### config.mk
export PLATFORM = sky130hd
export DESIGN_NAME = two_line_lcd_text_terminal
export DESIGN_NICKNAME = d
export VERILOG_FILES = /design/src/rtl/core/lcdterm_pkg.sv /design/src/rtl/core/lcdterm_seq.sv /design/src/rtl/core/lcdterm_dp.sv /design/src/rtl/core/two_line_lcd_text_terminal.sv
export VERILOG_INCLUDE_DIRS = /design/src /design/src/rtl/core
export SDC_FILE = /design/constraint.sdc
export NUM_CORES = 1
export LEC_CHECK = 0
export BUFFER_PORTS_ARGS = -buffer_cell sky130_fd_sc_hd__buf_2
export CAP_MARGIN = 20
export CORE_ASPECT_RATIO = 0.9
export CORE_MARGIN = 4
export CORE_UTILIZATION = 51
export CTS_CLUSTER_DIAMETER = 150
export DETAILED_ROUTE_END_ITERATION = 6
export HOLD_SLACK_MARGIN = 0.05
export PLACE_DENSITY_LB_ADDON = 0.3
export SYNTH_ARGS = -nofsm -noshare
export SYNTH_HDL_FRONTEND = slang
export SYNTH_SLANG_ARGS = --single-unit
### constraint.sdc
create_clock -name clk -period 7.4 [get_ports clk]
set_input_delay 1.48 -clock clk [delete_from_list [all_inputs] [get_ports clk]]
set_output_delay 1.48 -clock clk [all_outputs]
set_load 0.05 [all_outputs]
### src/rtl/core/two_line_lcd_text_terminal_assert.svh
// Assertion macros for the text terminal
`ifndef TWO_LINE_LCD_TEXT_TERMINAL_ASSERT_SVH
`define TWO_LINE_LCD_TEXT_TERMINAL_ASSERT_SVH

// same-cycle implication, checked outside reset
`define LCDT_ASSERT_NOW(label, ante, cons, msg) \
  label: assert property (@(posedge clk) disable iff (!rst_n) (ante) |-> (cons)) \
    else $error(msg);

// next-cycle implication, checked outside reset
`define LCDT_ASSERT_NEXT(label, ante, cons, msg) \
  label: assert property (@(posedge clk) disable iff (!rst_n) (ante) |=> (cons)) \
    else $error(msg);

`endif

### src/rtl/core/lcdterm_pkg.sv
package lcdterm_pkg;

  localparam int ROW_LENGTH_DEF = 16;

  localparam logic [7:0] SPACE_CHAR   = 8'h20;
  localparam logic [7:0] CMD_ROW1     = 8'h80;
  localparam logic [7:0] CMD_ROW2     = 8'hC0;
  localparam logic [7:0] CMD_FUNC_SET = 8'h38;
  localparam logic [7:0] CMD_DISP_ON  = 8'h0C;
  localparam logic [7:0] CMD_ENTRY    = 8'h06;
  localparam logic [7:0] CMD_CLEAR    = 8'h01;

  localparam logic OP_PUT  = 1'b0;
  localparam logic OP_INIT = 1'b1;

  localparam int STEP_W = 4;
  localparam logic [STEP_W-1:0] STEP_IDLE   = 4'd0;
  localparam logic [STEP_W-1:0] STEP_INIT_A = 4'd1;
  localparam logic [STEP_W-1:0] STEP_INIT_B = 4'd2;
  localparam logic [STEP_W-1:0] STEP_INIT_C = 4'd3;
  localparam logic [STEP_W-1:0] STEP_INIT_D = 4'd4;
  localparam logic [STEP_W-1:0] STEP_INIT_E = 4'd5;
  localparam logic [STEP_W-1:0] STEP_INIT_F = 4'd6;
  localparam logic [STEP_W-1:0] STEP_SCROLL = 4'd7;
  localparam logic [STEP_W-1:0] STEP_WRITE  = 4'd8;
  localparam logic [STEP_W-1:0] STEP_CMD1   = 4'd9;
  localparam logic [STEP_W-1:0] STEP_ROW1   = 4'd10;
  localparam logic [STEP_W-1:0] STEP_CMD2   = 4'd11;
  localparam logic [STEP_W-1:0] STEP_ROW2   = 4'd12;

  localparam logic [1:0] JMP_NEXT      = 2'd0;
  localparam logic [1:0] JMP_DISPATCH  = 2'd1;
  localparam logic [1:0] JMP_ROW_END   = 2'd2;
  localparam logic [1:0] JMP_STORE_END = 2'd3;

  typedef struct packed {
    logic              emit;
    logic              from_store;
    logic [7:0]        cbyte;
    logic              scroll;
    logic              write;
    logic              clear;
    logic              ptr_zero;
    logic              ptr_inc;
    logic [1:0]        jmp;
    logic [STEP_W-1:0] target;
  } ucode_t;

  typedef struct packed {
    logic       load_char;
    logic       emit;
    logic       from_store;
    logic [7:0] cbyte;
    logic       scroll;
    logic       write;
    logic       clear;
    logic       ptr_zero;
    logic       ptr_inc;
    logic       last;
  } ctrl_t;

  typedef struct packed {
    logic slot_free;
    logic row_end;
    logic store_end;
  } status_t;

  function automatic ucode_t ucode_rom(input logic [STEP_W-1:0] step);
    ucode_t w;
    w = '0;
    w.jmp = JMP_NEXT;
    w.target = STEP_IDLE;
    case (step)
      STEP_IDLE: begin
        w.jmp = JMP_DISPATCH;
      end
      STEP_INIT_A: begin
        w.emit = 1'b1; w.cbyte = CMD_FUNC_SET; w.target = STEP_INIT_B;
      end
      STEP_INIT_B: begin
        w.emit = 1'b1; w.cbyte = CMD_FUNC_SET; w.target = STEP_INIT_C;
      end
      STEP_INIT_C: begin
        w.emit = 1'b1; w.cbyte = CMD_FUNC_SET; w.target = STEP_INIT_D;
      end
      STEP_INIT_D: begin
        w.emit = 1'b1; w.cbyte = CMD_DISP_ON; w.target = STEP_INIT_E;
      end
      STEP_INIT_E: begin
        w.emit = 1'b1; w.cbyte = CMD_ENTRY; w.target = STEP_INIT_F;
      end
      STEP_INIT_F: begin
        w.emit = 1'b1; w.cbyte = CMD_CLEAR; w.clear = 1'b1; w.ptr_zero = 1'b1;
        w.target = STEP_CMD1;
      end
      STEP_SCROLL: begin
        w.scroll = 1'b1; w.target = STEP_WRITE;
      end
      STEP_WRITE: begin
        w.write = 1'b1; w.ptr_zero = 1'b1; w.target = STEP_CMD1;
      end
      STEP_CMD1: begin
        w.emit = 1'b1; w.cbyte = CMD_ROW1; w.target = STEP_ROW1;
      end
      STEP_ROW1: begin
        w.emit = 1'b1; w.from_store = 1'b1; w.ptr_inc = 1'b1;
        w.jmp = JMP_ROW_END; w.target = STEP_CMD2;
      end
      STEP_CMD2: begin
        w.emit = 1'b1; w.cbyte = CMD_ROW2; w.target = STEP_ROW2;
      end
      STEP_ROW2: begin
        w.emit = 1'b1; w.from_store = 1'b1; w.ptr_inc = 1'b1;
        w.jmp = JMP_STORE_END; w.target = STEP_IDLE;
      end
      default: begin
        w.target = STEP_IDLE;
      end
    endcase
    return w;
  endfunction

endpackage

### src/rtl/core/lcdterm_seq.sv
module lcdterm_seq (
  input  logic                  clk,
  input  logic                  rst_n,
  input  logic                  in_valid,
  input  logic                  in_opcode,
  output logic                  in_ready,
  input  lcdterm_pkg::status_t  status,
  output lcdterm_pkg::ctrl_t    ctrl
);

  logic [lcdterm_pkg::STEP_W-1:0] step_r;
  logic [lcdterm_pkg::STEP_W-1:0] step_nxt;
  lcdterm_pkg::ucode_t            uw;
  logic                           fire;
  logic                           in_fire;
  logic                           taken;

  assign uw       = lcdterm_pkg::ucode_rom(step_r);
  assign in_ready = (step_r == lcdterm_pkg::STEP_IDLE);
  assign in_fire  = in_valid && in_ready;
  assign fire     = !uw.emit || status.slot_free;

  always_comb begin
    step_nxt = step_r;
    taken    = 1'b0;
    case (uw.jmp)
      lcdterm_pkg::JMP_DISPATCH: begin
        if (in_fire) begin
          step_nxt = (in_opcode == lcdterm_pkg::OP_INIT) ? lcdterm_pkg::STEP_INIT_A
                                                         : lcdterm_pkg::STEP_SCROLL;
        end
      end
      lcdterm_pkg::JMP_NEXT: begin
        taken = fire;
      end
      lcdterm_pkg::JMP_ROW_END: begin
        taken = fire && status.row_end;
      end
      lcdterm_pkg::JMP_STORE_END: begin
        taken = fire && status.store_end;
      end
      default: begin
        taken = 1'b0;
      end
    endcase
    if (taken) begin
      step_nxt = uw.target;
    end
  end

  always_comb begin
    ctrl            = '0;
    ctrl.load_char  = in_fire;
    ctrl.from_store = uw.from_store;
    ctrl.cbyte      = uw.cbyte;
    ctrl.emit       = fire && uw.emit;
    ctrl.scroll     = fire && uw.scroll;
    ctrl.write      = fire && uw.write;
    ctrl.clear      = fire && uw.clear;
    ctrl.ptr_zero   = fire && uw.ptr_zero;
    ctrl.ptr_inc    = fire && uw.ptr_inc;
    ctrl.last       = fire && (uw.jmp == lcdterm_pkg::JMP_STORE_END) && status.store_end;
  end

  always_ff @(posedge clk) begin
    if (!rst_n) begin
      step_r <= lcdterm_pkg::STEP_IDLE;
    end else begin
      step_r <= step_nxt;
    end
  end

endmodule

### src/rtl/core/lcdterm_dp.sv
module lcdterm_dp #(
  parameter int ROW_LENGTH = lcdterm_pkg::ROW_LENGTH_DEF
) (
  input  logic                 clk,
  input  logic                 rst_n,
  input  lcdterm_pkg::ctrl_t   ctrl,
  input  logic [7:0]           in_char,
  output lcdterm_pkg::status_t status,
  input  logic                 out_ready,
  output logic                 out_valid,
  output logic                 out_is_data,
  output logic [7:0]           out_byte,
  output logic                 out_last
);

  localparam int STORE_SIZE = 2 * ROW_LENGTH;
  localparam int AW         = $clog2(STORE_SIZE);
  localparam int PW         = $clog2(STORE_SIZE + 1);
  localparam logic [AW-1:0] ROW_A      = AW'(ROW_LENGTH);
  localparam logic [AW-1:0] ROW_LAST   = AW'(ROW_LENGTH - 1);
  localparam logic [AW-1:0] STORE_LAST = AW'(STORE_SIZE - 1);
  localparam logic [PW-1:0] POS_FULL   = PW'(STORE_SIZE);
  localparam logic [PW-1:0] POS_ROW2   = PW'(ROW_LENGTH);

  logic [7:0]            mem [STORE_SIZE];
  logic [7:0]            rd_r;
  logic                  rd_vld_r;
  logic [STORE_SIZE-1:0] valid_r;
  logic [STORE_SIZE-1:0] valid_nxt;
  logic                  top_r;
  logic                  top_nxt;
  logic [PW-1:0]         pos_r;
  logic [PW-1:0]         pos_nxt;
  logic [AW-1:0]         ptr_r;
  logic [AW-1:0]         ptr_nxt;
  logic [7:0]            char_r;
  logic [AW-1:0]         waddr;
  logic [AW-1:0]         raddr;
  logic                  out_valid_r;
  logic                  out_is_data_r;
  logic [7:0]            out_byte_r;
  logic                  out_last_r;

  function automatic logic [AW-1:0] phys(input logic [AW-1:0] l, input logic top);
    logic          hi;
    logic [AW-1:0] col;
    hi  = (l >= ROW_A);
    col = hi ? (l - ROW_A) : l;
    return (hi ^ top) ? (col + ROW_A) : col;
  endfunction

  assign waddr = phys(pos_r[AW-1:0], top_r);
  assign raddr = phys(ptr_nxt, top_r);

  always_comb begin
    valid_nxt = valid_r;
    top_nxt   = top_r;
    pos_nxt   = pos_r;
    if (ctrl.clear) begin
      valid_nxt = '0;
      top_nxt   = 1'b0;
      pos_nxt   = '0;
    end
    if (ctrl.scroll && (pos_r == POS_FULL)) begin
      for (int i = 0; i < STORE_SIZE; i++) begin
        if (((i >= ROW_LENGTH) ? 1'b1 : 1'b0) == top_r) begin
          valid_nxt[i] = 1'b0;
        end
      end
      top_nxt = !top_r;
      pos_nxt = POS_ROW2;
    end
    if (ctrl.write) begin
      valid_nxt[waddr] = 1'b1;
      pos_nxt          = pos_r + PW'(1);
    end
  end

  always_comb begin
    ptr_nxt = ptr_r;
    if (ctrl.ptr_zero) begin
      ptr_nxt = '0;
    end else if (ctrl.ptr_inc) begin
      ptr_nxt = (ptr_r == STORE_LAST) ? '0 : (ptr_r + AW'(1));
    end
  end

  always_ff @(posedge clk) begin
    if (ctrl.write) begin
      mem[waddr] <= char_r;
    end
    rd_r     <= mem[raddr];
    rd_vld_r <= valid_r[raddr];
    if (ctrl.load_char) begin
      char_r <= in_char;
    end
  end

  always_ff @(posedge clk) begin
    if (!rst_n) begin
      valid_r     <= '0;
      top_r       <= 1'b0;
      pos_r       <= '0;
      ptr_r       <= '0;
      out_valid_r <= 1'b0;
    end else begin
      valid_r <= valid_nxt;
      top_r   <= top_nxt;
      pos_r   <= pos_nxt;
      ptr_r   <= ptr_nxt;
      if (ctrl.emit) begin
        out_valid_r <= 1'b1;
      end else if (out_ready) begin
        out_valid_r <= 1'b0;
      end
    end
  end

  always_ff @(posedge clk) begin
    if (ctrl.emit) begin
      out_is_data_r <= ctrl.from_store;
      out_byte_r    <= ctrl.from_store ? (rd_vld_r ? rd_r : lcdterm_pkg::SPACE_CHAR)
                                       : ctrl.cbyte;
      out_last_r    <= ctrl.last;
    end
  end

  assign status.slot_free = !out_valid_r || out_ready;
  assign status.row_end   = (ptr_r == ROW_LAST);
  assign status.store_end = (ptr_r == STORE_LAST);

  assign out_valid   = out_valid_r;
  assign out_is_data = out_is_data_r;
  assign out_byte    = out_byte_r;
  assign out_last    = out_last_r;

endmodule

### src/rtl/core/two_line_lcd_text_terminal.sv
// Channel  Direction  Handshake              Payload
// in_      slave      in_tvalid / in_tready  tuser opcode, tdata char_code
// out_     master     out_tvalid / out_tready tuser is_data, tdata out_byte, tlast last
//
// A put runs the scroll and store-write steps, then sends the row-1 command, the
// first row, the row-2 command and the second row; an initialize first sends the
// setup commands and a clear. Bus bytes go out one per emitting microcode step,
// and such a step stalls while out_tready stays low with a beat waiting.
// Reset clears the per-entry valid bits at once; no clearing pass is run.

`include "two_line_lcd_text_terminal_assert.svh"

module two_line_lcd_text_terminal #(
  parameter int ROW_LENGTH = lcdterm_pkg::ROW_LENGTH_DEF
) (
  input  logic       clk,
  input  logic       rst_n,
  input  logic       in_tvalid,
  output logic       in_tready,
  input  logic [7:0] in_tdata,   // [7:0] char_code
  input  logic       in_tuser,   // [0] opcode
  output logic       out_tvalid,
  input  logic       out_tready,
  output logic [7:0] out_tdata,  // [7:0] out_byte
  output logic       out_tuser,  // [0] is_data
  output logic       out_tlast
);

  lcdterm_pkg::ctrl_t   ctrl;
  lcdterm_pkg::status_t status;

  lcdterm_seq u_seq (
    .clk       (clk),
    .rst_n     (rst_n),
    .in_valid  (in_tvalid),
    .in_opcode (in_tuser),
    .in_ready  (in_tready),
    .status    (status),
    .ctrl      (ctrl)
  );

  lcdterm_dp #(
    .ROW_LENGTH (ROW_LENGTH)
  ) u_dp (
    .clk         (clk),
    .rst_n       (rst_n),
    .ctrl        (ctrl),
    .in_char     (in_tdata),
    .status      (status),
    .out_ready   (out_tready),
    .out_valid   (out_tvalid),
    .out_is_data (out_tuser),
    .out_byte    (out_tdata),
    .out_last    (out_tlast)
  );

  `LCDT_ASSERT_NEXT(a_busy_after_accept, in_tvalid && in_tready, !in_tready, "ready after accept")
  `LCDT_ASSERT_NOW(a_last_is_data, out_tvalid && out_tlast, out_tuser, "final beat not data")
  `LCDT_ASSERT_NOW(a_accept_drained, in_tvalid && in_tready, !(out_tvalid && !out_tlast), "accept mid-refresh")

endmodule
==> results of run 1 <==
==> synthesized netlist by cell type, types with 3 or more instances <==
master       n  share of area, %
nor2b_1     12              0.55
nor2_1      95               2.6
a211o_1      9              0.58
o2111ai_1    3              0.19
o21ai_1      3              0.11
xnor2_1      3              0.19
nand2b_1     7              0.32
o221ai_2     7              0.77
ha_1         7              0.64
dfxtp_1     58               8.5
mux2_2      25               2.1
o211ai_1    36               2.0
buf_2       20              0.74
inv_1        7              0.19
a21oi_1     67               2.5
a221oi_1     8              0.51
edfxtp_1   274                60
and3_1      11              0.51
o221ai_1    29               1.9
nand2_1     45               1.2
nor3_1      12              0.44
buf_6        6              0.50
clkbuf_1    28              0.77
a31oi_1     13              0.60
buf_4        5              0.28
o211a_1      9              0.66
nand4_1      5              0.23
o21ai_0     14              0.51
a22oi_1      3              0.17
mux2i_1     49               3.6
o22ai_1     29               1.3
o21a_1       4              0.22
or4_1        9              0.50
buf_1        4              0.11
nand3_1     10              0.37
and2_1       6              0.28
==> power groups by stage <==
stage	combinational, mW	sequential, mW	clock (mW)
CTS	0.615	2.28	1.62
floorplan	0.318	2.41	0
global route	0.681	2.28	1.71
global placement	0.603	2.32	0
finish	0.635	2.27	1.60
detailed placement	0.611	2.32	0
==> kinds of logic after synthesis <==
group | share of synthesized area (%)
compound gates | 13.5
xor+xnor | 0.460
fa+ha+maj | 0.717
buf+inv | 2.79
flops | 69.0
mux | 5.67
simple gates | 7.91
==> through the flow <==
step | instances | util (%) | cell area (sq um) | power, mW | hold WS [ns]
after global routing | 1361 | 57.5 | 15100 | 4.67 | 0.524
after detailed placement | 1298 | 53.3 | 14000 | 2.93 | 0.476
final | 1361 | 57.5 | 15100 | 4.51 | 0.489
after CTS | 1359 | 57.3 | 15000 | 4.52 | 0.492
after floorplan | 975 | - | 13600 | 2.73 | 0.451
after global placement | 1298 | 53.3 | 14000 | 2.92 | 0.463
==> layout by cell type, fill, tap and decap left out, types with 11 or more instances in the layout <==
cell,count
o21ai_0,14
o211ai_1,36
buf_4,17
nor2_1,95
mux2_2,25
and3_1,11
o221ai_1,29
buf_2,24
edfxtp_1,274
nor3_1,12
clkbuf_16,35
nand2_1,45
dfxtp_1,58
a31oi_1,13
o22ai_1,29
a21oi_1,67
clkbuf_1,12
mux2i_1,49
nor2b_1,12
==> worst paths after layout <==
kind / startpoint / endpoint / slack [ns] / depth (start not counted)
hold / removal: u_dp.valid_r[29] / u_dp.valid_r[29] / 0.49 / 2
hold reg to reg: u_dp.valid_r[29] / u_dp.valid_r[29] / 0.49 / 2
setup / recovery: out_tready / u_dp.rd_r[3] / 2.87 / 8
setup reg to reg: u_seq.step_r[2] / u_dp.rd_r[1] / 3.18 / 8
==> registers in the layout (all words and copies together), names as in the netlist <==
signal and cells:
u_dp.out_byte 8, u_dp.rd_r 8, u_dp.rd_vld_r 1, u_dp.out_last 1, u_dp.ptr_r 5, u_seq.step_r 4
u_dp.mem 256, u_dp.char_r 8, u_dp.out_is_data 1, u_dp.valid_r 32, u_dp.out_valid 1, u_dp.top_r 1
u_dp.pos_r 6
==> area by class of cell <==
class | count | share of cell area (%)
Clock buffer | 52 | 6.57
Clock inverter | 9 | 0.341
Inverter | 8 | 0.199
Multi-Input combinational cell | 569 | 25.7
Sequential cell | 332 | 62.4
Tap cell | 348 | 2.89
Timing Repair Buffer | 43 | 1.93
==> routing by layer <==
layer	track usage, %	up-vias	routed length, um
li1	-	3847	-
met1	32.9	4263	14700
met2	33.6	342	14800
met3	3.81	63	2450
met4	7.59	0	940
met5	0	-	0
==> worst max-delay path, delay by kind of cell <==
family / cells / cell delay (ns)
and+or+nand+nor: 3 / 1.65
muxes: 1 / 0.31
AOI/OAI and AO/OA: 3 / 1.44
buffers and inverters: 1 / 0.10
==> impl_metrics.csv, run 1 <==
group,metric,value,unit
run_status,status,"finished, final reports clean",
grt,grt_pass1_vias,8191,
floorplanning,io_pins,25,
cts,postCtsSetupBuffers,0,
critical_path,critPathCaptureType,"flop",
cells_and_area,nets,1008,
critical_path,critical_path_required,7.87,ns
critical_path,startpoint_type,"input port",
drt,post_drt_wl_per_cell,24.2,um
floorplanning,core_area,26200,sq um
place,hpwl,19700,um
job,cap_violations,0,
timing,skew,0.0199,ns
cells_and_area,area.growth.synth_to_final,10.6,%
timing,drv_slew,0,
timing,fmax,221,MHz
critical_path,path_cells,"buf_2 -> nor2b_1 -> o31a_1 -> or2_1 -> o22ai_1 -> mux2_2 -> a221oi_1 -> or4_1",
drt,vias,8515,
timing,rsz0062_at_grt,"false",
cts,cts_sinks,332,
cells_and_area,drive_above_1_share,13.2,%
drt,routed_via_density,6.26,
timing,hold_violations,0,
cts,clkLatencyLatePin,0.52,ns
synthesis,ys_async_sr_fraction,0,%
drt,finalWirelength,32900,um
cts,cts.clk_slew.worst_paths,0.06,ns
cts,clockRootBuffer,"clkbuf_16",
timing,setup_viol,0,
synthesis,ys_warn_count,0,
synthesis,synth_edf_count,274,
critical_path,cp_slowest_cell,"or2_1",
critical_path,crit_type,"input port to flop",
synthesis,synth_fp_nets,995,
power,p_switching,1.23,mW
grt,grtUsageTotal,22.2,%
grt,grt_overflow,0,
drt,drtAntennaViolNets,0,
power,seq_power_share,50.4,%
timing,tns,0,ns
place,gp_congestion,0.862,
synthesis,synth_area_per_cell,14.0,sq um
floorplanning,initial_core_util,52.0,%
drt,drc,0,
critical_path,worst-path-max-fanout,21,
timing,period_needed,4.53,ns
floorplanning,num_rows,56,
cts,post_cts_resized,0,
floorplanning,die_h,163,um
synthesis,synth-seq-area-share,69.0,%
power,ir_drop,0.175,mV
cells_and_area,num_antenna_cells,0,
drt,drtPass1Iterations,5,
grt,grt_max_degree,61,
floorplanning,dieArea,29400,sq um
cells_and_area,fillCellCount,2088,
critical_path,cp_data_arrival_time,5.00,ns
synthesis,synthesis.area,13600,sq um
power,combPwrFrac,14.1,%
grt,antenna_found_initial,0,
cts,cts_tree,"yes",
power,power_leakage,5.07,nW
drt,drt_iter0_markers,927,
grt,grt_pass1_wl,50100,um
power,clock_power_share,35.5,%
cells_and_area,multiInputGateArea,3870,sq um
synthesis,yosys_register_bits,332,
synthesis,ys.flop_type,"edfxtp_1",
floorplanning,dieWidth,180,um
timing,worstMarginPinSlew,1.10,ns
place,dp_slack,2.38,ns
timing,fin_crit_sh,61.2,%
cts,numCtsBuffers,34,
power,p_per_area,299,nW/um^2
cts,hold_buffers,0,
timing,setup_ws,2.87,ns
cts,clk_path_buf_depth,3,
critical_path,critPathMaxStageDelay,0.75,ns
place,port_buffers,24,
timing,relSlewSlack,26.5,%
synthesis,synthCells,975,
power,switching_share,27.3,%
synthesis,yosysUniqueCellTypes,69,
worst_hold_path,hold_class,"flop to flop",
power,intPower,3.28,mW
cts,cts_max_level,2,
cells_and_area,seqCellArea,9390,sq um
(Power assumes the default switching activity.)
==> run 2, diff against run 1 <==
==> constraint.sdc (replaced) <==
create_clock -name clk -period 3.9 [get_ports clk]
set_input_delay 0.78 -clock clk [delete_from_list [all_inputs] [get_ports clk]]
set_output_delay 0.78 -clock clk [all_outputs]
set_load 0.05 [all_outputs]
==> run 2 against run 1 <==
Compared with the run above:
- non-clock buffer count grew 15
- first-iteration DRC count shrank 10%
- setup slack lost 2.5 ns
- via count grew 2.1%
- count of clock-buffer cells in the layout shrank 3
- critical path depth grew 2
- die area is the same
- sequential power grew 88%
==> impl_metrics.csv, run 2 (synthesis gave the netlist of run 1 again) <==
group,metric,value,unit
place,gp_congestion,0.875,
run_status,status,"finished, final reports clean",
floorplanning,io_pins,25,
drt,drtAntennaViolNets,0,
power,ir_drop,0.524,mV
cells_and_area,fin_util,58.2,%
floorplanning,dieArea,29400,sq um
cts,cts_tree,"yes",
cells_and_area,largest_register_ff_count,256,
cts,post_cts_resized,0,
drt,routed_via_density,6.31,
cts,postCtsSetupBuffers,0,
cells_and_area,reg_top3,"u_dp.mem: 256 flops, u_dp.valid_r: 32 flops",
timing,setup_ws,0.323,ns
timing,fin_crit_sh,91.7,%
critical_path,worst-path-max-fanout,11,
cts,clk_path_buf_depth,3,
cells_and_area,layout_commonest_cell,"edfxtp_1",
cells_and_area,nets,1023,
timing,tns,0,ns
timing,skew,0.0145,ns
cts,cts_max_level,2,
cts,numCtsBuffers,34,
timing,rsz0062_at_grt,"false",
cts,hold_buffers,0,
cells_and_area,final_cell_mix,"edfxtp_1, nor2_1, a21oi_1, dfxtp_1, mux2i_1",
critical_path,crit_type,"flop to flop",
grt,grt_max_degree,82,
place,port_buffers,24,
cts,cts.clk_slew.worst_paths,0.06,ns
grt,grt_pass1_vias,8393,
drt,vias,8690,
floorplanning,initial_core_util,52.0,%
floorplanning,dieWidth,180,um
place,hpwl,20800,um
place,dp_cells,1315,
drt,post_drt_wl_per_cell,24.7,um
critical_path,startpoint_type,"flop",
cells_and_area,num_antenna_cells,0,
timing,fmax,280,MHz
critical_path,cp_data_arrival_time,3.96,ns
power,p_per_area,574,nW/um^2
cts,cts_sinks,332,
floorplanning,core_area,26200,sq um
cts,clkLatencyLatePin,0.52,ns
timing,hold_violations,0,
grt,antenna_found_initial,0,
drt,finalWirelength,34100,um
critical_path,critPathCaptureType,"flop",
worst_hold_path,hold_class,"input port to flop",
cells_and_area,largest_register,"u_dp.mem",
timing,period_needed,3.58,ns
place,post_dp_cell_area,14200,sq um
drt,drtPass1Iterations,5,
floorplanning,num_rows,56,
cells_and_area,fin_cells,1377,
cells_and_area,area.growth.synth_to_final,12.0,%
drt,drc,0,
grt,grtUsageTotal,22.9,%
job,cap_violations,0,
drt,drt_iter0_markers,831,
power,power_leakage,5.19,nW
timing,setup_viol,0,
timing,drv_slew,0,
cells_and_area,design_area,15200,sq um
floorplanning,die_h,163,um
critical_path,critical_path_required,4.28,ns
grt,grt_pass1_wl,51400,um
grt,grt_overflow,0,
cts,clockRootBuffer,"clkbuf_16",
timing,worstMarginPinSlew,1.04,ns
timing,relSlewSlack,30.4,%
cells_and_area,drive_above_1_share,14.7,%
place,dp_slack,0.341,ns
[run 2: cell type report]
cell class                      instances  area (sq um)
Fill cell                            2046         11000
Sequential cell                       332          9390
Multi-Input combinational cell        569          3870
Clock buffer                           49           947
Timing Repair Buffer                   58           445
Tap cell                              348           435
Clock inverter                         13           135
Inverter                                8          30.0
[run 2: path summary, 6_finish.rpt]
kind | start | endpoint | slack (ns) | cells past startpoint
setup / recovery | u_dp.ptr_r[0] | u_dp.rd_r[2] | 0.32 | 10
hold / removal | in_tdata[4] | u_dp.char_r[4] | 0.44 | 1
setup reg to reg | u_dp.ptr_r[0] | u_dp.rd_r[2] | 0.32 | 10
hold reg to reg | u_dp.valid_r[13] | u_dp.valid_r[13] | 0.49 | 2
[run 2: worst max-delay path, stage by stage (launching register included)]
cell,delay (ns)
dfxtp_1,0.53
ha_1,0.25
and3_1,0.20
ha_1,0.33
nor2_1,0.09
and4_1,0.27
nor2_2,0.49
mux2_2,0.42
a21oi_1,0.22
a221oi_1,0.11
or4_1,0.53
[run 2: power breakdown]
part           total (mW)  internal [mW]  switching (mW)
clock network        3.16           1.84            1.32
registers            4.27           4.16           0.111
logic                1.31          0.331           0.980
total                8.75           6.33            2.42
[run 2: metal layers]
metal  up-vias  routed length [um]  global-route usage [%]
met1      4315               14200                    32.0
met3        85                3460                    6.59
met2       417               15200                    34.6
met5         -                   0                       0
met4         0                1230                    8.76
li1       3873                   -                       -
[run 2: per-stage QoR]
step	power, mW	hold slack (ns)
3_3_place_gp	5.61	0.463
6_report	8.75	0.440
5_1_grt	9.05	0.435
4_1_cts	8.78	0.429
2_1_floorplan	5.18	0.451
3_5_place_dp	5.64	0.471
==> run 3, diff against run 2 <==
--- a/config.mk
+++ b/config.mk
@@ -17,4 +17,5 @@
 export PLACE_DENSITY_LB_ADDON = 0.3
 export SYNTH_ARGS = -nofsm -noshare
 export SYNTH_HDL_FRONTEND = slang
+export SYNTH_HIERARCHICAL = 1
 export SYNTH_SLANG_ARGS = --single-unit
==> constraint.sdc (replaced) <==
create_clock -name clk -period 3.25 [get_ports clk]
set_input_delay 0.65 -clock clk [delete_from_list [all_inputs] [get_ports clk]]
set_output_delay 0.65 -clock clk [all_outputs]
set_load 0.05 [all_outputs]
==> run 3 against run 2 <==
Compared with the run above:
- via count grew 11%
- clock power rose by 28%
- power up 19%
- final cell count is 14% higher
- global-route usage increased by 0.47 points
- critical path depth decreased by 1
- register-to-register slack worse by 0.22 ns
- cell area grew 7.8%
- sequential power grew 16%
- routed wire length rose by 7.9%
- clock skew increased by 0.010 ns
- critical path type unchanged
- critical endpoint is now u_dp/rd_vld_r
==> impl_metrics.csv, run 3 <==
group,metric,value,unit
cells_and_area,layout_commonest_cell,"edfxtp_1",
timing,fmax,317,MHz
place,gp_congestion,0.976,
synthesis,synth.most_common_cell,"edfxtp_1",
synthesis,synth_fp_nets,1147,
cells_and_area,fin_cells,1570,
power,ir_drop,0.566,mV
cells_and_area,nets,1205,
cts,cts_sinks,332,
timing,rsz0062_at_grt,"false",
drt,vias,9666,
timing,setup_ws,0.0992,ns
critical_path,reg2reg_depth,9,
synthesis,ys.flop_type,"edfxtp_1",
critical_path,cp-endpoint,"u_dp/rd_vld_r",
floorplanning,initial_core_util,51.7,%
critical_path,r2r-start,"u_dp/ptr_r[1]",
synthesis,synthCells,1127,
grt,grtUsageTotal,23.4,%
synthesis,yosysTopAreaCell,"edfxtp_1",
synthesis,ys_async_sr_fraction,0,%
floorplanning,io_pins,25,
cts,clockRootBuffer,"clkbuf_16",
synthesis,yosysUniqueCellTypes,76,
timing,hold_violations,0,
timing,relSlewSlack,39.4,%
drt,drt_iter0_markers,1348,
cells_and_area,reg_top3,"u_dp/mem: 256 flops, u_dp/valid_r: 32 flops",
drt,drc,0,
synthesis,synth_area_per_cell,12.8,sq um
critical_path,startpoint,"u_dp/ptr_r[1]",
cells_and_area,final_cell_mix,"edfxtp_1, a21oi_1, nor2_1, nand2_1, buf_4",
place,dp_slack,-0.0790,ns
timing,fin_crit_sh,96.9,%
cts,clkLatencyLatePin,0.52,ns
critical_path,critical_path_required,3.63,ns
floorplanning,num_rows,58,
drt,routed_via_density,6.16,
timing,skew,0.0247,ns
floorplanning,dieWidth,185,um
critical_path,startpoint_type,"flop",
cells_and_area,area.growth.synth_to_final,13.8,%
cells_and_area,drive_above_1_share,17.1,%
synthesis,synthesis.area,14400,sq um
cts,cts_tree,"yes",
cts,cts_max_level,2,
synthesis,ys_warn_count,6,
grt,grt_max_degree,49,
drt,post_drt_wl_per_cell,23.4,um
drt,drtPass1Iterations,5,
synthesis,synth_edf_count,274,
cts,cts.clk_slew.worst_paths,0.06,ns
synthesis,synth.top_cell.area_share,57.0,%
worst_hold_path,hold_class,"input port to flop",
cts,clk_path_buf_depth,3,
floorplanning,die_h,168,um
timing,setup_viol,0,
synthesis,ys_top_cells_by_count,"edfxtp_1, a21oi_1, nand2_1, nor2_1, mux2i_1",
power,power_leakage,5.72,nW
drt,finalWirelength,36800,um
grt,grt_pass1_vias,9101,
grt,grt_overflow,0,
place,dp_cells,1509,
cts,hold_buffers,0,
grt,antenna_found_initial,0,
timing,worstMarginPinSlew,0.906,ns
cells_and_area,design_area,16400,sq um
synthesis,yosys_register_bits,332,
place,port_buffers,24,
critical_path,worst-path-max-fanout,9,
cells_and_area,largest_register_ff_count,256,
job,cap_violations,0,
floorplanning,core_area,27900,sq um
critical_path,critPathCaptureType,"flop",
critical_path,cp_data_arrival_time,3.53,ns
power,p_per_area,631,nW/um^2
critical_path,r2r_slack,0.1,ns
grt,grt_pass1_wl,55800,um
cells_and_area,fin_util,58.8,%
synthesis,synthTopCellsByArea,"edfxtp_1, dfxtp_1, mux2i_1",
cells_and_area,num_antenna_cells,0,
timing,drv_slew,0,
place,hpwl,23800,um
critical_path,rr_endpoint,"u_dp/rd_vld_r",
place,post_dp_cell_area,15200,sq um
power,p_total,10.4,mW
critical_path,crit_type,"flop to flop",
timing,period_needed,3.15,ns
cells_and_area,largest_register,"u_dp/mem",
cts,numCtsBuffers,34,
synthesis,synth-seq-area-share,65.0,%
run_status,status,"finished, final reports clean",
floorplanning,dieArea,31100,sq um
drt,drtAntennaViolNets,0,
run 3: changes by cell type in the layout (fill, tap and decap cells not counted), sizes merged, moves of 19 or more:
cell	before	now
nand2	45	83
a22oi	3	26
a21oi	68	88
buf	58	101
o221ai	36	2
a22o	1	32
o22ai	29	3
o21ai	17	61
nor2b	12	41
o211ai	36	17
run 3: cell families after synthesis:
group	count (synthesis)	synth area share, %
flops	332	65.0
xor+xnor	6	0.364
simple gates	309	10.9
compound gates	280	13.0
fa+ha+maj	8	0.676
buf+inv	102	3.47
mux	90	6.55
run 3: metal layers:
| metal | vias up | wire, um | GRT usage (%) |
|---|---|---|---|
| met2 | 467 | 16200 | 33.6 |
| met3 | 69 | 3290 | 3.54 |
| met1 | 4778 | 16400 | 37.2 |
| li1 | 4352 | - | - |
| met5 | - | 0 | 0 |
| met4 | 0 | 902 | 6.57 |
run 3: power breakdown:
group | switching, mW | internal, mW | leakage, nW | total [mW]
logic | 0.979 | 0.358 | 2.19 | 1.34
clock network | 1.57 | 2.49 | 0.583 | 4.06
registers | 0.0603 | 4.91 | 2.95 | 4.97
total | 2.61 | 7.75 | 5.72 | 10.4
run 3: worst min path at each step:
stage / from / endpoint / slack (ns) / cells past startpoint
3_3_place_gp: u_dp/char_r[2] / u_dp/mem[4][2] / 0.46 / 0
3_5_place_dp: u_dp/char_r[2] / u_dp/mem[5][2] / 0.49 / 0
6_report: in_tdata[4] / u_dp/char_r[4] / 0.32 / 1
2_1_floorplan: u_dp/valid_r[19] / u_dp/valid_r[19] / 0.47 / 2
5_1_grt: in_tdata[4] / u_dp/char_r[4] / 0.31 / 1
4_1_cts: in_tdata[4] / u_dp/char_r[4] / 0.31 / 1
run 3: cell type report:
cell class                 count  area (sq um)
tap                          360           450
fill                        2198         11500
timing repair buffer         101           761
clock inverter                20           230
inverter                      23          86.3
sequential                   332          9390
multi-input combinational    693          4570
clock buffer                  41           951
run 3: worst max-delay path, cell delays in order (launching register included):
cell      delay [ns]
dfxtp_1         0.38
ha_1            0.24
and3_1          0.20
ha_1            0.27
buf_4           0.19
or4_1           0.55
a21oi_4         0.28
nand2b_1        0.42
a221oi_1        0.12
nor4_1          0.37
run 3: stage by stage:
| stage | hold WS (ns) | TNS [ns] |
|---|---|---|
| floorplan | 0.470 | 0 |
| global placement | 0.456 | -0.00942 |
| detailed placement | 0.488 | -0.261 |
| CTS | 0.308 | 0 |
| global route | 0.307 | 0 |
| finish | 0.322 | 0 |
run 3: what timing repair did:
item / 4_1_cts / 5_1_grt
gates resized for setup: 0 / 2
buffers inserted: 0 / 0
endpoints found under the setup margin: 0 / 7
